<file path="config.mk">
export PLATFORM = sky130hd
export DESIGN_NAME = rlp_header_decoder_core_flat
export DESIGN_NICKNAME = d
export VERILOG_FILES = /design/src/sv/rlphd_pkg.sv /design/src/sv/rlphd_in_if.sv /design/src/sv/rlphd_out_if.sv /design/src/sv/rlphd_in_stage.sv /design/src/sv/rlphd_decode.sv /design/src/sv/rlphd_out_stage.sv /design/src/sv/rlp_header_decoder_core.sv /design/src/flat_wrapper.sv
export VERILOG_INCLUDE_DIRS = /design/src /design/src/sv
export SDC_FILE = /design/constraint.sdc
export NUM_CORES = 1
export LEC_CHECK = 0
export BUFFER_PORTS_ARGS = -buffer_cell sky130_fd_sc_hd__buf_2
export CAP_MARGIN = 20
export CORE_ASPECT_RATIO = 1.25
export CORE_UTILIZATION = 50
export DETAILED_ROUTE_END_ITERATION = 6
export GPL_TIMING_DRIVEN = 0
export PLACE_DENSITY = 0.72
export SYNTH_ARGS = -nofsm -noshare
export SYNTH_HDL_FRONTEND = slang
export SYNTH_HIERARCHICAL = 1
export SYNTH_SLANG_ARGS = --single-unit
</file>
<file path="constraint.sdc">
create_clock -name clk -period 8.35 [get_ports clk]
set_input_delay 1.67 -clock clk [delete_from_list [all_inputs] [get_ports clk]]
set_output_delay 1.67 -clock clk [all_outputs]
set_load 0.05 [all_outputs]
</file>
<file path="src/sv/rlp_header_decoder_core_macros.svh">
// ----------------------------------------------------------------------------
// rlp_header_decoder_core_macros
// Assertion helpers for the RLP header decoder.
// ----------------------------------------------------------------------------
`ifndef RLP_HEADER_DECODER_CORE_MACROS_SVH
`define RLP_HEADER_DECODER_CORE_MACROS_SVH

// same-cycle implication
`define RLPHD_ASSERT_NOW(label, clock, reset, cond, prop) \
  label: assert property (@(posedge clock) disable iff (reset) (cond) |-> (prop)) \
    else $error("rlphd: same-cycle check failed");

// next-cycle implication
`define RLPHD_ASSERT_NEXT(label, clock, reset, cond, prop) \
  label: assert property (@(posedge clock) disable iff (reset) (cond) |=> (prop)) \
    else $error("rlphd: next-cycle check failed");

`endif

</file>
<file path="src/sv/rlphd_pkg.sv">
// ----------------------------------------------------------------------------
// rlphd_pkg
// Types and constants shared by the RLP header decoder.
// ----------------------------------------------------------------------------
package rlphd_pkg;

  localparam int LEN_WIDTH = 32;
  localparam int SUM_W     = ((LEN_WIDTH > 32) ? LEN_WIDTH : 32) + 1;

  localparam logic [7:0] SINGLE_MAX     = 8'h7f;
  localparam logic [7:0] STR_BASE       = 8'h80;
  localparam logic [7:0] SHORT_STR_MAX  = 8'hb7;
  localparam logic [7:0] LONG_STR_MAX   = 8'hbf;
  localparam logic [7:0] LIST_BASE      = 8'hc0;
  localparam logic [7:0] SHORT_LIST_MAX = 8'hf7;
  localparam logic [3:0] MAX_STR_LOL    = 4'd4;
  localparam logic [3:0] MAX_LIST_LOL   = 4'd3;

  typedef enum logic [1:0] {
    KIND_SINGLE = 2'd0,
    KIND_STRING = 2'd1,
    KIND_LIST   = 2'd2
  } kind_t;

  typedef struct packed {
    logic        header_start;
    logic [7:0]  data_byte;
    logic [31:0] bytes_available;
  } item_t;

  typedef struct packed {
    logic [1:0]  item_kind;
    logic [31:0] payload_length;
    logic [2:0]  payload_offset;
    logic [31:0] total_consumed;
    logic        header_error;
  } result_t;

endpackage

</file>
<file path="src/sv/rlphd_in_if.sv">
// ----------------------------------------------------------------------------
// rlphd_in_if
// Header byte channel: one header byte per transaction.
// ----------------------------------------------------------------------------
interface rlphd_in_if;
  logic        valid;
  logic        ready;
  logic        header_start;
  logic [7:0]  data_byte;
  logic [31:0] bytes_available;

  modport source (output valid, header_start, data_byte, bytes_available, input ready);
  modport sink   (input valid, header_start, data_byte, bytes_available, output ready);
endinterface

</file>
<file path="src/sv/rlphd_out_if.sv">
// ----------------------------------------------------------------------------
// rlphd_out_if
// Decoded header channel: one header result per transaction.
// ----------------------------------------------------------------------------
interface rlphd_out_if;
  logic        valid;
  logic        ready;
  logic [1:0]  item_kind;
  logic [31:0] payload_length;
  logic [2:0]  payload_offset;
  logic [31:0] total_consumed;
  logic        header_error;

  modport source (output valid, item_kind, payload_length, payload_offset,
                  total_consumed, header_error, input ready);
  modport sink   (input valid, item_kind, payload_length, payload_offset,
                  total_consumed, header_error, output ready);
endinterface

</file>
<file path="src/sv/rlphd_in_stage.sv">
// ----------------------------------------------------------------------------
// rlphd_in_stage
// Input register: holds one accepted header byte until the decoder takes it.
// ----------------------------------------------------------------------------
module rlphd_in_stage (
  input  logic              clk,
  input  logic              rst,
  input  logic              in_valid,
  output logic              in_ready,
  input  rlphd_pkg::item_t  in_item,
  input  logic              advance,
  output logic              stage_valid,
  output rlphd_pkg::item_t  stage_item
);

  logic take;

  assign in_ready = !stage_valid || advance;
  assign take     = in_valid && in_ready;

  always_ff @(posedge clk) begin
    if (rst) begin
      stage_valid <= 1'b0;
    end else begin
      stage_valid <= take || (stage_valid && !advance);
    end
    if (take) begin
      stage_item <= in_item;
    end
  end

endmodule

</file>
<file path="src/sv/rlphd_decode.sv">
// ----------------------------------------------------------------------------
// rlphd_decode
// Prefix classification, length-byte accumulation and buffer bound check.
// ----------------------------------------------------------------------------
module rlphd_decode (
  input  logic                clk,
  input  logic                rst,
  input  logic                fire,
  input  rlphd_pkg::item_t    item,
  output logic                emit,
  output rlphd_pkg::result_t  res
);

  typedef enum logic {
    WAIT_PREFIX,
    COLLECT
  } phase_t;

  phase_t                             phase, phase_next;
  logic [2:0]                         left, left_next;
  logic [rlphd_pkg::LEN_WIDTH-1:0]    acc, acc_next;
  rlphd_pkg::kind_t                   kind_held, kind_next;
  logic [2:0]                         header_size, size_next;
  logic [31:0]                        avail_held, avail_next;

  logic                               do_err, do_finish, long_form, over;
  rlphd_pkg::kind_t                   fin_kind;
  logic [rlphd_pkg::LEN_WIDTH-1:0]    fin_len, acc_shift;
  logic [2:0]                         fin_off;
  logic [31:0]                        fin_avail;
  logic [3:0]                         lol, limit;
  logic [rlphd_pkg::SUM_W-1:0]        sum, len_ext;

  always_comb begin
    phase_next = phase;
    left_next  = left;
    acc_next   = acc;
    kind_next  = kind_held;
    size_next  = header_size;
    avail_next = avail_held;
    do_err     = 1'b0;
    do_finish  = 1'b0;
    long_form  = 1'b0;
    fin_kind   = rlphd_pkg::KIND_SINGLE;
    fin_len    = '0;
    fin_off    = 3'd0;
    fin_avail  = item.bytes_available;
    lol        = 4'd0;
    limit      = 4'd0;
    acc_shift  = {acc[rlphd_pkg::LEN_WIDTH-9:0], item.data_byte};

    if (item.header_start) begin
      avail_next = item.bytes_available;
      if (item.bytes_available == 32'd0) begin
        do_err = 1'b1;
      end else if (item.data_byte <= rlphd_pkg::SINGLE_MAX) begin
        do_finish = 1'b1;
        fin_kind  = rlphd_pkg::KIND_SINGLE;
        fin_len   = rlphd_pkg::LEN_WIDTH'(1);
      end else if (item.data_byte <= rlphd_pkg::SHORT_STR_MAX) begin
        do_finish = 1'b1;
        fin_kind  = rlphd_pkg::KIND_STRING;
        fin_len   = rlphd_pkg::LEN_WIDTH'(item.data_byte - rlphd_pkg::STR_BASE);
        fin_off   = 3'd1;
      end else if (item.data_byte <= rlphd_pkg::LONG_STR_MAX) begin
        long_form = 1'b1;
        kind_next = rlphd_pkg::KIND_STRING;
        lol       = 4'(item.data_byte - rlphd_pkg::SHORT_STR_MAX);
        limit     = rlphd_pkg::MAX_STR_LOL;
      end else if (item.data_byte <= rlphd_pkg::SHORT_LIST_MAX) begin
        do_finish = 1'b1;
        fin_kind  = rlphd_pkg::KIND_LIST;
        fin_len   = rlphd_pkg::LEN_WIDTH'(item.data_byte - rlphd_pkg::LIST_BASE);
        fin_off   = 3'd1;
      end else begin
        long_form = 1'b1;
        kind_next = rlphd_pkg::KIND_LIST;
        lol       = 4'(item.data_byte - rlphd_pkg::SHORT_LIST_MAX);
        limit     = rlphd_pkg::MAX_LIST_LOL;
      end
      if (long_form) begin
        if ((33'(lol) + 33'd1 > 33'(item.bytes_available)) || (lol > limit)) begin
          do_err = 1'b1;
        end else begin
          left_next  = lol[2:0];
          size_next  = 3'(lol + 4'd1);
          acc_next   = '0;
          phase_next = COLLECT;
        end
      end
    end else if (phase == COLLECT) begin
      acc_next  = acc_shift;
      left_next = left - 3'd1;
      if (left == 3'd1) begin
        do_finish = 1'b1;
        fin_kind  = kind_held;
        fin_len   = acc_shift;
        fin_off   = header_size;
        fin_avail = avail_held;
      end
    end

    len_ext = rlphd_pkg::SUM_W'(fin_len);
    sum     = len_ext + rlphd_pkg::SUM_W'(fin_off);
    over    = sum > rlphd_pkg::SUM_W'(fin_avail);
    emit    = do_err || do_finish;

    if (emit) begin
      phase_next = WAIT_PREFIX;
      left_next  = 3'd0;
    end

    if (do_err || over) begin
      res = '0;
      res.header_error = 1'b1;
    end else begin
      res.item_kind      = fin_kind;
      res.payload_length = len_ext[31:0];
      res.payload_offset = fin_off;
      res.total_consumed = sum[31:0];
      res.header_error   = 1'b0;
    end
  end

  always_ff @(posedge clk) begin
    if (rst) begin
      phase       <= WAIT_PREFIX;
      left        <= 3'd0;
      acc         <= '0;
      kind_held   <= rlphd_pkg::KIND_SINGLE;
      header_size <= 3'd0;
      avail_held  <= 32'd0;
    end else if (fire) begin
      phase       <= phase_next;
      left        <= left_next;
      acc         <= acc_next;
      kind_held   <= kind_next;
      header_size <= size_next;
      avail_held  <= avail_next;
    end
  end

endmodule

</file>
<file path="src/sv/rlphd_out_stage.sv">
// ----------------------------------------------------------------------------
// rlphd_out_stage
// Result register: holds one decoded header until the sink takes it.
// ----------------------------------------------------------------------------
module rlphd_out_stage (
  input  logic                clk,
  input  logic                rst,
  input  logic                load,
  input  rlphd_pkg::result_t  load_res,
  output logic                can_load,
  output logic                out_valid,
  input  logic                out_ready,
  output rlphd_pkg::result_t  out_res
);

  assign can_load = !out_valid || out_ready;

  always_ff @(posedge clk) begin
    if (rst) begin
      out_valid <= 1'b0;
    end else begin
      out_valid <= load || (out_valid && !out_ready);
    end
    if (load) begin
      out_res <= load_res;
    end
  end

endmodule

</file>
<file path="src/sv/rlp_header_decoder_core.sv">
// ----------------------------------------------------------------------------
// rlp_header_decoder_core
// RLP header decoder: classifies the prefix, gathers long-form length bytes,
// checks the header against the buffer and reports one result per header.
//
//   channel  dir  transaction
//   header   in   one header byte (prefix with buffer size, or length byte)
//   result   out  kind, payload length/offset, total consumed, error flag
//
// One header byte per cycle sustained while no result is stalled; an accepted
// byte passes the input register, then is decoded into the result register.
// A header yields its result on the prefix or on its last length byte.
// Reset is synchronous and clears all decoder state and valid flags.
// A stalled result blocks only bytes that would produce another result;
// bytes that only advance the length accumulator keep flowing.
// ----------------------------------------------------------------------------
`include "rlp_header_decoder_core_macros.svh"

module rlp_header_decoder_core (
  input  logic        clk,
  input  logic        rst,
  rlphd_in_if.sink    header,
  rlphd_out_if.source result
);

  rlphd_pkg::item_t   in_item, stage_item;
  rlphd_pkg::result_t dec_res, out_res;
  logic               stage_valid, advance, emit, can_load, out_valid;
  logic               err_out, ok_out, single_out, zero_fields, sum_match, single_shape;

  assign in_item.header_start    = header.header_start;
  assign in_item.data_byte       = header.data_byte;
  assign in_item.bytes_available = header.bytes_available;

  assign advance = stage_valid && (can_load || !emit);

  rlphd_in_stage u_in (
    .clk         (clk),
    .rst         (rst),
    .in_valid    (header.valid),
    .in_ready    (header.ready),
    .in_item     (in_item),
    .advance     (advance),
    .stage_valid (stage_valid),
    .stage_item  (stage_item)
  );

  rlphd_decode u_dec (
    .clk  (clk),
    .rst  (rst),
    .fire (advance),
    .item (stage_item),
    .emit (emit),
    .res  (dec_res)
  );

  rlphd_out_stage u_out (
    .clk       (clk),
    .rst       (rst),
    .load      (advance && emit),
    .load_res  (dec_res),
    .can_load  (can_load),
    .out_valid (out_valid),
    .out_ready (result.ready),
    .out_res   (out_res)
  );

  assign result.valid          = out_valid;
  assign result.item_kind      = out_res.item_kind;
  assign result.payload_length = out_res.payload_length;
  assign result.payload_offset = out_res.payload_offset;
  assign result.total_consumed = out_res.total_consumed;
  assign result.header_error   = out_res.header_error;

  assign err_out      = result.valid && result.header_error;
  assign ok_out       = result.valid && !result.header_error;
  assign single_out   = ok_out && (result.item_kind == rlphd_pkg::KIND_SINGLE);
  assign zero_fields  = (result.item_kind == rlphd_pkg::KIND_SINGLE) &&
                        (result.payload_length == 32'd0) &&
                        (result.payload_offset == 3'd0) &&
                        (result.total_consumed == 32'd0);
  assign sum_match    = result.total_consumed ==
                        (result.payload_length + 32'(result.payload_offset));
  assign single_shape = (result.payload_offset == 3'd0) && (result.payload_length == 32'd1);

  `RLPHD_ASSERT_NOW(a_err_zero, clk, rst, err_out, zero_fields)
  `RLPHD_ASSERT_NOW(a_total_sum, clk, rst, ok_out, sum_match)
  `RLPHD_ASSERT_NOW(a_single_form, clk, rst, single_out, single_shape)

endmodule
</file>
<file path="src/flat_wrapper.sv">
// flat-port wrapper written by rule: the top's interface ports become plain ports
module rlp_header_decoder_core_flat 
  (clk, rst, header_valid, header_header_start, header_data_byte, header_bytes_available, header_ready, result_valid, result_item_kind, result_payload_length, result_payload_offset, result_total_consumed, result_header_error, result_ready);
  rlphd_in_if header_i ();
  rlphd_out_if result_i ();
  input  logic clk;
  input  logic rst;
  input wire logic [$bits(header_i.valid)-1:0] header_valid;
  input wire logic [$bits(header_i.header_start)-1:0] header_header_start;
  input wire logic [$bits(header_i.data_byte)-1:0] header_data_byte;
  input wire logic [$bits(header_i.bytes_available)-1:0] header_bytes_available;
  output wire logic [$bits(header_i.ready)-1:0] header_ready;
  output wire logic [$bits(result_i.valid)-1:0] result_valid;
  output wire logic [$bits(result_i.item_kind)-1:0] result_item_kind;
  output wire logic [$bits(result_i.payload_length)-1:0] result_payload_length;
  output wire logic [$bits(result_i.payload_offset)-1:0] result_payload_offset;
  output wire logic [$bits(result_i.total_consumed)-1:0] result_total_consumed;
  output wire logic [$bits(result_i.header_error)-1:0] result_header_error;
  input wire logic [$bits(result_i.ready)-1:0] result_ready;
  assign header_i.valid = header_valid;
  assign header_i.header_start = header_header_start;
  assign header_i.data_byte = header_data_byte;
  assign header_i.bytes_available = header_bytes_available;
  assign header_ready = header_i.ready;
  assign result_valid = result_i.valid;
  assign result_item_kind = result_i.item_kind;
  assign result_payload_length = result_i.payload_length;
  assign result_payload_offset = result_i.payload_offset;
  assign result_total_consumed = result_i.total_consumed;
  assign result_header_error = result_i.header_error;
  assign result_i.ready = result_ready;
  rlp_header_decoder_core u_core (.clk(clk), .rst(rst), .header(header_i), .result(result_i));
endmodule
</file>
======== After elaboration in Yosys (flattened, before gate mapping) ========
Index checks and enable logic that the tools add are counted.
storage, ports and cells
  register bits ........................... 178
  bits of input ports ..................... 45
  output and inout port bits .............. 72
  word-level logic and storage cells ...... 144
operators by class
  add/subtract/negate cells ............... 8
  order comparisons ....................... 7
  eq/ne operators ......................... 7
  muxes and demuxes ....................... 73
  bitwise logic cells ..................... 4
  reduce and logical (&&, ||, !) cells .... 29
operators with widths
  operator             number
  $mux 32              11
  $mux 24              4
  $mux 3               12
  $add 32x3->33        1
  $gt 33x32->1         1
  $gt 5x32->1          1
  $logic_not 32->1     1
  $mux 1               28
  $mux 4               7
  $le 8x8->1 const B   3
  $mux 2               11
  $sub 8x8->9 const B  2
  $reduce_and 4->1     4
  $le 8x7->1 const B   1
  $logic_or 1x1->1     8
  $sub 4x3->4 const B  2
  $ne 2x2->1 const B   3
  $ne 3x2->1 const B   2
  $reduce_and 6->1     1
  $reduce_bool 2->1    3
  $add 4x1->5 const B  1
  $logic_and 1x1->1    5
  $logic_not 1->1      5
  $gt 4x4->1           1
  7 further kinds      10

======== Depth between registers and ports, before layout ========
Gate-level depths: netlist of run 1.
  depth in word-level cells ............... 20
  gate-level depth with buffers ........... 32
  depth with buffers taken out ............ 27

======== Hierarchy ========
The synthesis of run 1 kept the hierarchy.
modules (own cells, without submodules)
  module                   instances  cells an instance  area an instance (um2)
  rlphd_decode             1          825                5706.7
  rlphd_out_stage          1          74                 2148.3
  rlphd_in_stage           1          46                 1286.2
  rlp_header_decoder_core  1          3                  18.8

======== Least setup slack after synthesis of run 1 ========
Ideal clock, no wire load.
  kind .................................... reg-to-reg
  start point ............................. register u_core.u_dec.left[0]
  end point ............................... register u_core/u_out/out_res[0] (netlist name)
  data arrival time ....................... 5.644 ns
  data required time ...................... 8.082 ns
  path slack .............................. 2.438 ns
  cell stages (with the launch flop) ...... 30
  buffers on the path ..................... 7
  period minus slack after synthesis ...... 5.912 ns
  cell sequence ........................... dfxtp_1 ha_1 nor4bb_1 clkbuf_1 buf_2 buf_1 clkbuf_1 buf_2 nand2_1 inv_1 ha_1 a21o_1 a21oi_1 nor2_1 o2111ai_1 clkbuf_1 nand2_1 a21boi_0 a21oi_1 ha_1 a21o_1 a221o_1 a221oi_1 nand3_1 o21ai_0 a21oi_1 a31o_1 buf_6 a21oi_4 inv_4
RTL lines
  item                      RTL line             text
  start: declaration        rlphd_decode.sv:20   logic [2:0] left, left_next;
  start signal: assignment  rlphd_decode.sv:135  left <= left_next;

======== Worst setup path in the final report of run 1 ========
  start point ............................. register u_core.u_dec.left[0]
  end point ............................... register u_core/u_out/out_res[12] (netlist name)
between the ends
  longest elaborated chain between the ends .. 7
RTL lines
  item                               RTL line             text
  $eq 3x1->1 *                       rlphd_decode.sv:94   if (left == 3'd1) begin
  $mux 32 or $mux 3 (tied branches)  rlphd_decode.sv:94
  $mux 32 or $mux 3 (tied branches)  rlphd_decode.sv:91   end else if (phase == COLLECT) begin
  $mux 32 or $mux 3 (tied branches)  rlphd_decode.sv:52   if (item.header_start) begin
  $add 32x3->33                      rlphd_decode.sv:104  sum = len_ext + rlphd_pkg::SUM_W'(fin_off);
  $gt 33x32->1                       rlphd_decode.sv:105  over = sum > rlphd_pkg::SUM_W'(fin_avail);
  $logic_or 1x1->1                   rlphd_decode.sv:113  if (do_err || over) begin
Every way passes the cells marked *; elsewhere a longest branch is shown, timed or not.
A chain may end at the register's enable or synchronous reset.

==> results.txt, run 1 <==
Vias in the first global route: 7159
CTS Buffer Depth: 2
Starting Density: 50.8%
CP Max Fanout: 10
Library cells used by synthesis: 66
Initial DRC count: 653
Area after DPL: 10000 um^2
Max cap viols: 0
Drt pass-1 iters: 7
# rows: 55
Most frequent cells in the layout: 155 x nand2_1, 127 x buf_2, 126 x a21oi_1
Num ports: 117
Worst R2R Path Depth: 28
Flops & latches, synth: 178
Mean Syn Cell Area: 9.66 um^2
Global-route wire length before repair: 38000 um
Die Footprint: 18900 um^2
Routed len/inst: 18.3 um
Antenna viol nets, final: 0
Slowest-stage cell, CP: clkbuf_1
Status: complete, no violations
Synth top area share: 36.4%
Remaining Overflow, GRT: 0
Synth Area in XOR/XNOR: 1.24%
Layout cell share with drive strength beyond 1: 16.3%
Die Span Y: 153 um
Worst skew pair latency: 0.44 ns
Final slew viol count: 0
Post-Route Utilization: 59.0%
Post-CTS sizing: 0
Yosys warning total: 6
Sequential area share after synthesis: 51.0%
Post-Layout Inst Area: 10600 um^2
Vias: 7694
FMAX: 127 MHz
Clock sinks: 178
Commonest non-fill, non-tap cell in the layout: nand2_1
WP data required: 8.63 ns
Setup Skew: 0.00846 ns
Final setup violation count: 0
Setup_tns: 0 ns
HP Class: reg2reg
Top_reg_cell synth: edfxtp_1
Clock Pin Slew Worst Setup and Hold Paths: 0.07 ns
Slew @ Worst Pin: 0.926 ns
CP max stage delay: 0.60 ns
GRT Util Overall: 26.9%
Core ar.: 18000 um^2
RD Place Congestion: 0.957
Final-report hold violation count: 0
Largest area contributor in the netlist: edfxtp_1
Synthesis-to-layout area growth: 16.0%
Largest family of logic cells by synthesized area: simple AND/OR/NAND/NOR gates
Min Clock Period, post-route: 7.89 ns
Post-CTS Setup Bufs: 0
WL final: 24200 um
Largest net degree at the start of global routing: 72
Top post-synthesis cells by area: edfxtp_1 36%, dfxtp_1 15%, ha_1 7.0%
H-tree Lvls: 4
Initial antenna violation count: 0
Mapped Nets: 1045
Synth Area in Adders: 7.18%
Syn Inst Count: 948
WS Path Type: reg2reg
# hold bufs at CTS: 0
Buffer type at the clock tree root: clkbuf_16
Max_slew headroom: 38.3%
Worst Setup End Kind: flip-flop
RSZ-0062 raised after global routing: false
VDD IR max: 0.149 mV
I/O Buffers: 116
Post-synth EDFFs: 111
Hold depth: 2
CTS Buf Count: 17
Crit path arrival time: 8.17 ns
Average vias per placed instance: 5.82
CTS tree: built
CP startpoint kind: flip-flop
Static leakage: 4.20 nW
Drt drc: 0
Post-synthesis compound-gate area fraction: 14.7%
R2r setup slk: 0.46 ns
Nets: 1179
DP Wirelength: 18100 um
Synthesized area: 9160 um^2
Final period utilization: 94.5%
Asr flop ratio synth: 0%
Ant. Diodes: 0
Power Dens Cells: 191 nW/um^2
Die W: 123 um
Mux share of post-synthesis cell area: 3.28%
Simple-Gate Fraction of Synth Area: 18.9%
critical path, delay by kind of cell (launching register included):
family | cells | cell delay, ns
adders and majority gates | 3 | 0.67
and+or+nand+nor | 5 | 0.93
buffers and inverters | 8 | 2.62
AOI/OAI and AO/OA | 12 | 3.12
DFF | 1 | 0.38
synthesized netlist by cell type (3+ instances only):
| cell | count |
|---|---|
| a211oi_1 | 6 |
| a21boi_0 | 7 |
| a21o_1 | 16 |
| a21oi_1 | 126 |
| a21oi_2 | 3 |
| a22oi_1 | 3 |
| a31oi_1 | 3 |
| and2_1 | 19 |
| and3_1 | 6 |
| and4_1 | 4 |
| buf_1 | 5 |
| buf_2 | 10 |
| clkbuf_1 | 37 |
| dfxtp_1 | 67 |
| edfxtp_1 | 111 |
| ha_1 | 51 |
| inv_1 | 26 |
| mux2i_1 | 30 |
| nand2_1 | 155 |
| nand3_1 | 43 |
| nand4_1 | 19 |
| nor2_1 | 69 |
| nor2b_1 | 11 |
| nor3_1 | 13 |
| nor4_1 | 11 |
| o21a_1 | 6 |
| o21ai_0 | 27 |
| o21ai_1 | 3 |
| o22ai_1 | 3 |
| or2_2 | 3 |
| xnor2_1 | 8 |
| xor2_1 | 5 |
final cells by class:
class,instances,area [um^2]
timing repair buffer,116,581
clock buffer,18,439
clock inverter,14,164
buffer,53,228
multi-input combinational,689,4160
fill,1609,7400
tap,228,285
sequential,178,4670
inverter,27,104
kinds of logic (layout without fill, tap and decap cells):
group	count (synthesis)	after routing
compound gates	225	225
buf+inv	81	228
fa+ha+maj	52	52
mux	30	30
xor+xnor	13	13
flops	178	178
simple gates	369	369
per-stage QoR:
stage               total power, mW  cells  hold WS, ns  setup slack, ns
floorplan                      1.17    948        0.425             2.44
global placement               1.23   1292        0.440            0.121
detailed placement             1.23   1292        0.443            0.181
CTS                            2.05   1324        0.456            0.108
global route                   2.10   1323        0.471           0.0349
finish                         2.03   1323        0.456            0.461
layer usage:
metal  vias up  track usage (%)  share of wire, %
met1      3626             35.0                42
met5         -                0                 0
li1       3684                -                 -
met3        55             4.81               7.1
met4         0             10.8               2.4
met2       329             44.0                49
power breakdown:
part / switching, mW / total (mW) / internal (mW)
logic: 0.159 / 0.220 / 0.0610
registers: 0.0195 / 0.995 / 0.975
clock network: 0.382 / 0.820 / 0.437
registers in the layout, summed over array words and instances, names as in the netlist:
signal and cells:
u_core/u_in/stage_valid 1, u_core/u_dec/kind_held 2, u_core/u_dec/avail_held 32, u_core/u_in/stage_item 41, u_core/u_dec/left 3, u_core/u_dec/header_size 3, u_core/u_out/out_valid 1, u_core/u_dec/phase 1
u_core/u_dec/acc 24, u_core/u_out/out_res 70
path summary, 6_finish.rpt:
path	startpoint	end
hold reg to reg	u_core/u_dec/avail_held[19]	u_core/u_dec/avail_held[19]
setup reg to reg	u_core/u_dec/left[0]	u_core/u_out/out_res[12]
hold / removal	u_core/u_dec/avail_held[19]	u_core/u_dec/avail_held[19]
setup / recovery	u_core/u_dec/left[0]	u_core/u_out/out_res[12]
(Power assumes the default switching activity.)
==> run 2, diff against run 1 <==
--- a/config.mk
+++ b/config.mk
@@ -8,7 +8,6 @@
 export LEC_CHECK = 0
 export BUFFER_PORTS_ARGS = -buffer_cell sky130_fd_sc_hd__buf_2
 export CAP_MARGIN = 20
-export CORE_ASPECT_RATIO = 1.25
 export CORE_UTILIZATION = 50
 export DETAILED_ROUTE_END_ITERATION = 6
 export GPL_TIMING_DRIVEN = 0
==> run 2 against run 1 <==
Largest cell class unchanged. Sequential power is essentially flat. Via count fell by 0.17%. Total power is 0.66% lower. Critical path type unchanged. Worst setup slack improved by 0.031 ns. Clock skew grew 0.00082 ns. Maximum frequency up 0.39%. First-iteration DRC count increased by 27%. Global-route usage about the same. Die area about the same. Utilization rose by 0.16 points. Sequential share of layout area is essentially flat. Clock-buffer cell count increased by 1.
==> results.txt, run 2 (same netlist as run 1, synthesis figures left out) <==
Synthesis-to-layout area growth: 15.9%
Average vias per placed instance: 5.80
Initial DRC count: 828
CTS Buffer Depth: 2
Die Span Y: 137 um
Fill count: 1565
Final-report hold violation count: 0
Sequential Area: 4670 um^2
Slew @ Worst Pin: 0.915 ns
Final period utilization: 94.1%
Slowest-stage cell, CP: clkbuf_1
WS Path Type: reg2reg
Core ar.: 18000 um^2
Routed len/inst: 18.5 um
Post-CTS Setup Bufs: 0
Max_slew headroom: 39.0%
CP Max Fanout: 19
VDD IR max: 0.164 mV
Static leakage: 4.19 nW
Worst Setup End Kind: flip-flop
Layout cell share with drive strength beyond 1: 16.3%
Crit path arrival time: 8.10 ns
DP Wirelength: 18300 um
Multi-input combinational cell area: 4160 um^2
Die Footprint: 18900 um^2
Setup Skew: 0.00928 ns
Antenna viol nets, final: 0
Clock Pin Slew Worst Setup and Hold Paths: 0.07 ns
Worst skew pair latency: 0.43 ns
Buffer type at the clock tree root: clkbuf_16
Nets: 1179
Min Clock Period, post-route: 7.86 ns
Commonest non-fill, non-tap cell in the layout: nand2_1
FMAX: 127 MHz
I/O Buffers: 116
Final slew viol count: 0
Drt pass-1 iters: 5
Ant. Diodes: 0
RSZ-0062 raised after global routing: false
Status: complete, no violations
Remaining Overflow, GRT: 0
GRT Util Overall: 26.9%
Top flop regs: u_core/u_out/out_res x70, u_core/u_in/stage_item x41, u_core/u_dec/avail_held x32
Clock sinks: 178
Largest net degree at the start of global routing: 72
CP max stage delay: 0.58 ns
WP data required: 8.60 ns
HP Class: reg2reg
Power Dens Cells: 190 nW/um^2
Max cap viols: 0
Hold path start: u_core/u_dec/left[1]
# rows: 49
Initial antenna violation count: 0
Most frequent cells in the layout: 155 x nand2_1, 126 x buf_2, 126 x a21oi_1
Die W: 137 um
Num ports: 117
Global-route wire length before repair: 37600 um
CTS tree: built
Critical Path Start: u_core/u_dec/left[0]
Max reg flops: 70
Setup_tns: 0 ns
Final setup violation count: 0
CTS Buf Count: 17
Reg with most FFs: u_core/u_out/out_res
Worst r2r src: u_core/u_dec/left[0]
Pre-CTS setup slack: 0.210 ns
RD Place Congestion: 0.948
Drt drc: 0
Starting Density: 51.0%
H-tree Lvls: 4
Vias: 7681
Final setup margin: 0.492 ns
WL final: 24500 um
CP startpoint kind: flip-flop
Vias in the first global route: 6824
-- run 2: changes by cell type in the layout (fill, tap and decap cells not counted), sizes merged --
| cell | previous run | this run |
|---|---|---|
| clkinv | 1 | 3 |
| inv | 37 | 35 |
| clkinvlp | 2 | 1 |
| buf | 133 | 132 |
| clkbuf | 54 | 56 |
-- run 2: power by group --
part,switching (mW),internal [mW]
sequential,0.0195,0.975
combinational,0.161,0.0612
clock,0.365,0.439
total,0.545,1.48
-- run 2: through the flow --
| stage | cells | total power, mW | area, um^2 | utilization [%] | hold slack (ns) |
|---|---|---|---|---|---|
| after floorplan | 948 | 1.17 | 9160 | - | 0.425 |
| after global placement | 1293 | 1.23 | 10000 | 55.8 | 0.441 |
| after detailed placement | 1293 | 1.24 | 10000 | 55.8 | 0.442 |
| after CTS | 1325 | 2.03 | 10600 | 59.1 | 0.457 |
| after global routing | 1324 | 2.09 | 10600 | 59.1 | 0.476 |
| final | 1324 | 2.02 | 10600 | 59.1 | 0.455 |
-- run 2: layout make-up --
cell class                 instances  area share (%)
sequential                       178            44.0
multi-input combinational        689            39.1
timing repair buffer             116            5.47
clock inverter                    13            1.30
clock buffer                      19            4.28
tap                              229            2.70
inverter                          27           0.978
buffer                            53            2.14
-- run 2: metal layers --
layer	vias up	wire length (um)	part of all wire, %	global-route usage [%]
li1	3676	-	-	-
met1	3573	10700	44	37.8
met2	397	11400	47	42.4
met3	35	1940	7.9	3.94
met4	0	418	1.7	9.04
met5	-	0	0	0
-- run 2: final timing paths --
path / endpoint / depth (start not counted) / slack (ns)
max reg2reg: u_core/u_out/out_res[12] / 28 / 0.49
max: u_core/u_out/out_res[12] / 28 / 0.49
min: u_core/u_dec/left[1] / 2 / 0.46
min reg2reg: u_core/u_dec/left[1] / 2 / 0.46
-- run 2: critical path, delay by kind of cell, from the launching register on --
kind / cells / cell delay (ns)
simple gates: 5 / 0.86
buf+inv: 8 / 2.67
flops: 1 / 0.38
compound gates: 12 / 3.08
fa+ha+maj: 3 / 0.67
-- run 2: repair_timing --
| item | 4_1_cts | 5_1_grt |
|---|---|---|
| endpoints found under the setup margin | 0 | 38 |
| gates resized for setup | 0 | 2 |
| hold buffers | 0 | 0 |
==> run 3, diff against run 2 <==
--- a/config.mk
+++ b/config.mk
@@ -8,10 +8,12 @@
 export LEC_CHECK = 0
 export BUFFER_PORTS_ARGS = -buffer_cell sky130_fd_sc_hd__buf_2
 export CAP_MARGIN = 20
+export CORE_ASPECT_RATIO = 1.25
 export CORE_UTILIZATION = 50
 export DETAILED_ROUTE_END_ITERATION = 6
 export GPL_TIMING_DRIVEN = 0
 export PLACE_DENSITY = 0.72
+export SETUP_SLACK_MARGIN = 0.15
 export SYNTH_ARGS = -nofsm -noshare
 export SYNTH_HDL_FRONTEND = slang
 export SYNTH_HIERARCHICAL = 1
==> run 3 against run 2 <==
The run now ends with design-rule violations left. Sequential power about the same. Combinational power hardly changed. Sequential share of layout area shrank 0.072 points. Critical endpoint is now u_core/u_out/out_res[26]. Largest cell class unchanged.
==> results.txt, run 3 (same netlist as run 1, synthesis figures left out) <==
Drt drc: 2
Final hold slack: 0.455 ns
# hold bufs at CTS: 0
# rows: 55
H-tree Lvls: 4
Average vias per placed instance: 5.81
Final-report hold violation count: 0
Final slew viol count: 0
Top flop regs: u_core/u_out/out_res x70, u_core/u_in/stage_item x41, u_core/u_dec/avail_held x32
Vias: 7686
RSZ-0062 raised after global routing: false
Static leakage: 4.21 nW
Clock Pin Slew Worst Setup and Hold Paths: 0.07 ns
Worst Setup End Kind: flip-flop
Final setup margin: 0.705 ns
Largest net degree at the start of global routing: 72
CTS tree: built
Final std cells w/o fill: 1324
GRT Util Overall: 26.9%
Commonest non-fill, non-tap cell in the layout: nand2_1
Most frequent cells in the layout: 155 x nand2_1, 126 x buf_2, 126 x a21oi_1
Global-route wire length before repair: 38000 um
Ant. Diodes: 0
Buffer type at the clock tree root: clkbuf_16
DP Wirelength: 18100 um
Crit path arrival time: 7.93 ns
Drt pass-1 iters: 7
Violated checks: design-rule violations
Layout cell share with drive strength beyond 1: 16.6%
Reg with most FFs: u_core/u_out/out_res
Fill count: 1607
Clock sinks: 178
HP Class: reg2reg
Final Power: 2.04 mW
VDD IR max: 0.149 mV
Remaining Overflow, GRT: 0
CTS Buffer Depth: 2
WL final: 24300 um
Core ar.: 18000 um^2
Final setup violation count: 0
Vias in the first global route: 7159
Num ports: 117
RD Place Congestion: 0.957
Status: complete, but fails checks
Initial antenna violation count: 0
Synthesis-to-layout area growth: 16.1%
CTS Buf Count: 17
Die Footprint: 18900 um^2
Slowest-stage cell, CP: a221oi_1
Nets: 1180
Power Dens Cells: 191 nW/um^2
Post-CTS Setup Bufs: 0
Setup_tns: 0 ns
Max cap viols: 0
Routed len/inst: 18.3 um
Slew @ Worst Pin: 0.926 ns
Post-Layout Inst Area: 10600 um^2
Final period utilization: 91.6%
Min Clock Period, post-route: 7.65 ns
Die W: 123 um
Post-Route Utilization: 59.0%
CP Max Fanout: 10
Die Span Y: 153 um
Area after DPL: 10000 um^2
FMAX: 131 MHz
Cell total after placement: 1292
Initial DRC count: 710
Antenna viol nets, final: 0
CP max stage delay: 0.43 ns
Pre-CTS setup slack: 0.181 ns
WS Path Type: reg2reg
Starting Density: 50.8%
Max_slew headroom: 38.3%
WP data required: 8.64 ns
I/O Buffers: 116
Worst skew pair latency: 0.44 ns
CP startpoint kind: flip-flop
Post-CTS sizing: 1
Max reg flops: 70
Setup Skew: 0.0114 ns
==> run 3: critical path, delay by kind of cell (launching register included) <==
family | cells | cell delay (ns)
buffers and inverters | 9 | 2.40
AND/OR/NAND/NOR | 5 | 0.84
flip-flops | 1 | 0.38
AO/OA/AOI/OAI | 13 | 3.20
adder cells (fa/ha/maj) | 3 | 0.65
==> run 3: layout make-up <==
type                       instances  area [um^2]  share of cell area, %
clock buffer                      18          439                   4.13
timing repair buffer             116          581                   5.46
clock inverter                    14          164                   1.54
inverter                          27          104                  0.976
multi-input combinational        689         4160                   39.1
tap                              228          285                   2.68
sequential                       178         4670                   43.9
buffer                            54          235                   2.21
==> run 3: worst paths after layout <==
path | startpoint | end | slack [ns] | depth (start not counted)
setup / recovery | u_core/u_dec/left[0] | u_core/u_out/out_res[26] | 0.70 | 30
hold / removal | u_core/u_dec/avail_held[19] | u_core/u_dec/avail_held[19] | 0.46 | 2
setup reg to reg | u_core/u_dec/left[0] | u_core/u_out/out_res[26] | 0.70 | 30
hold reg to reg | u_core/u_dec/avail_held[19] | u_core/u_dec/avail_held[19] | 0.46 | 2
==> run 3: layer usage <==
layer  wire length (um)  vias up  GRT usage (%)
met5                  0        -              0
met4                654        0           10.8
met3               1720       56           4.81
met2              11800      335           44.0
met1              10100     3616           35.0
li1                   -     3679              -
==> run 3: where the power goes <==
part           internal (mW)  leakage (nW)  switching [mW]  total, mW
sequential             0.975          1.53          0.0194      0.994
clock                  0.437         0.294           0.384      0.821
combinational         0.0609          2.38           0.160      0.220
total                   1.47          4.21           0.563       2.04
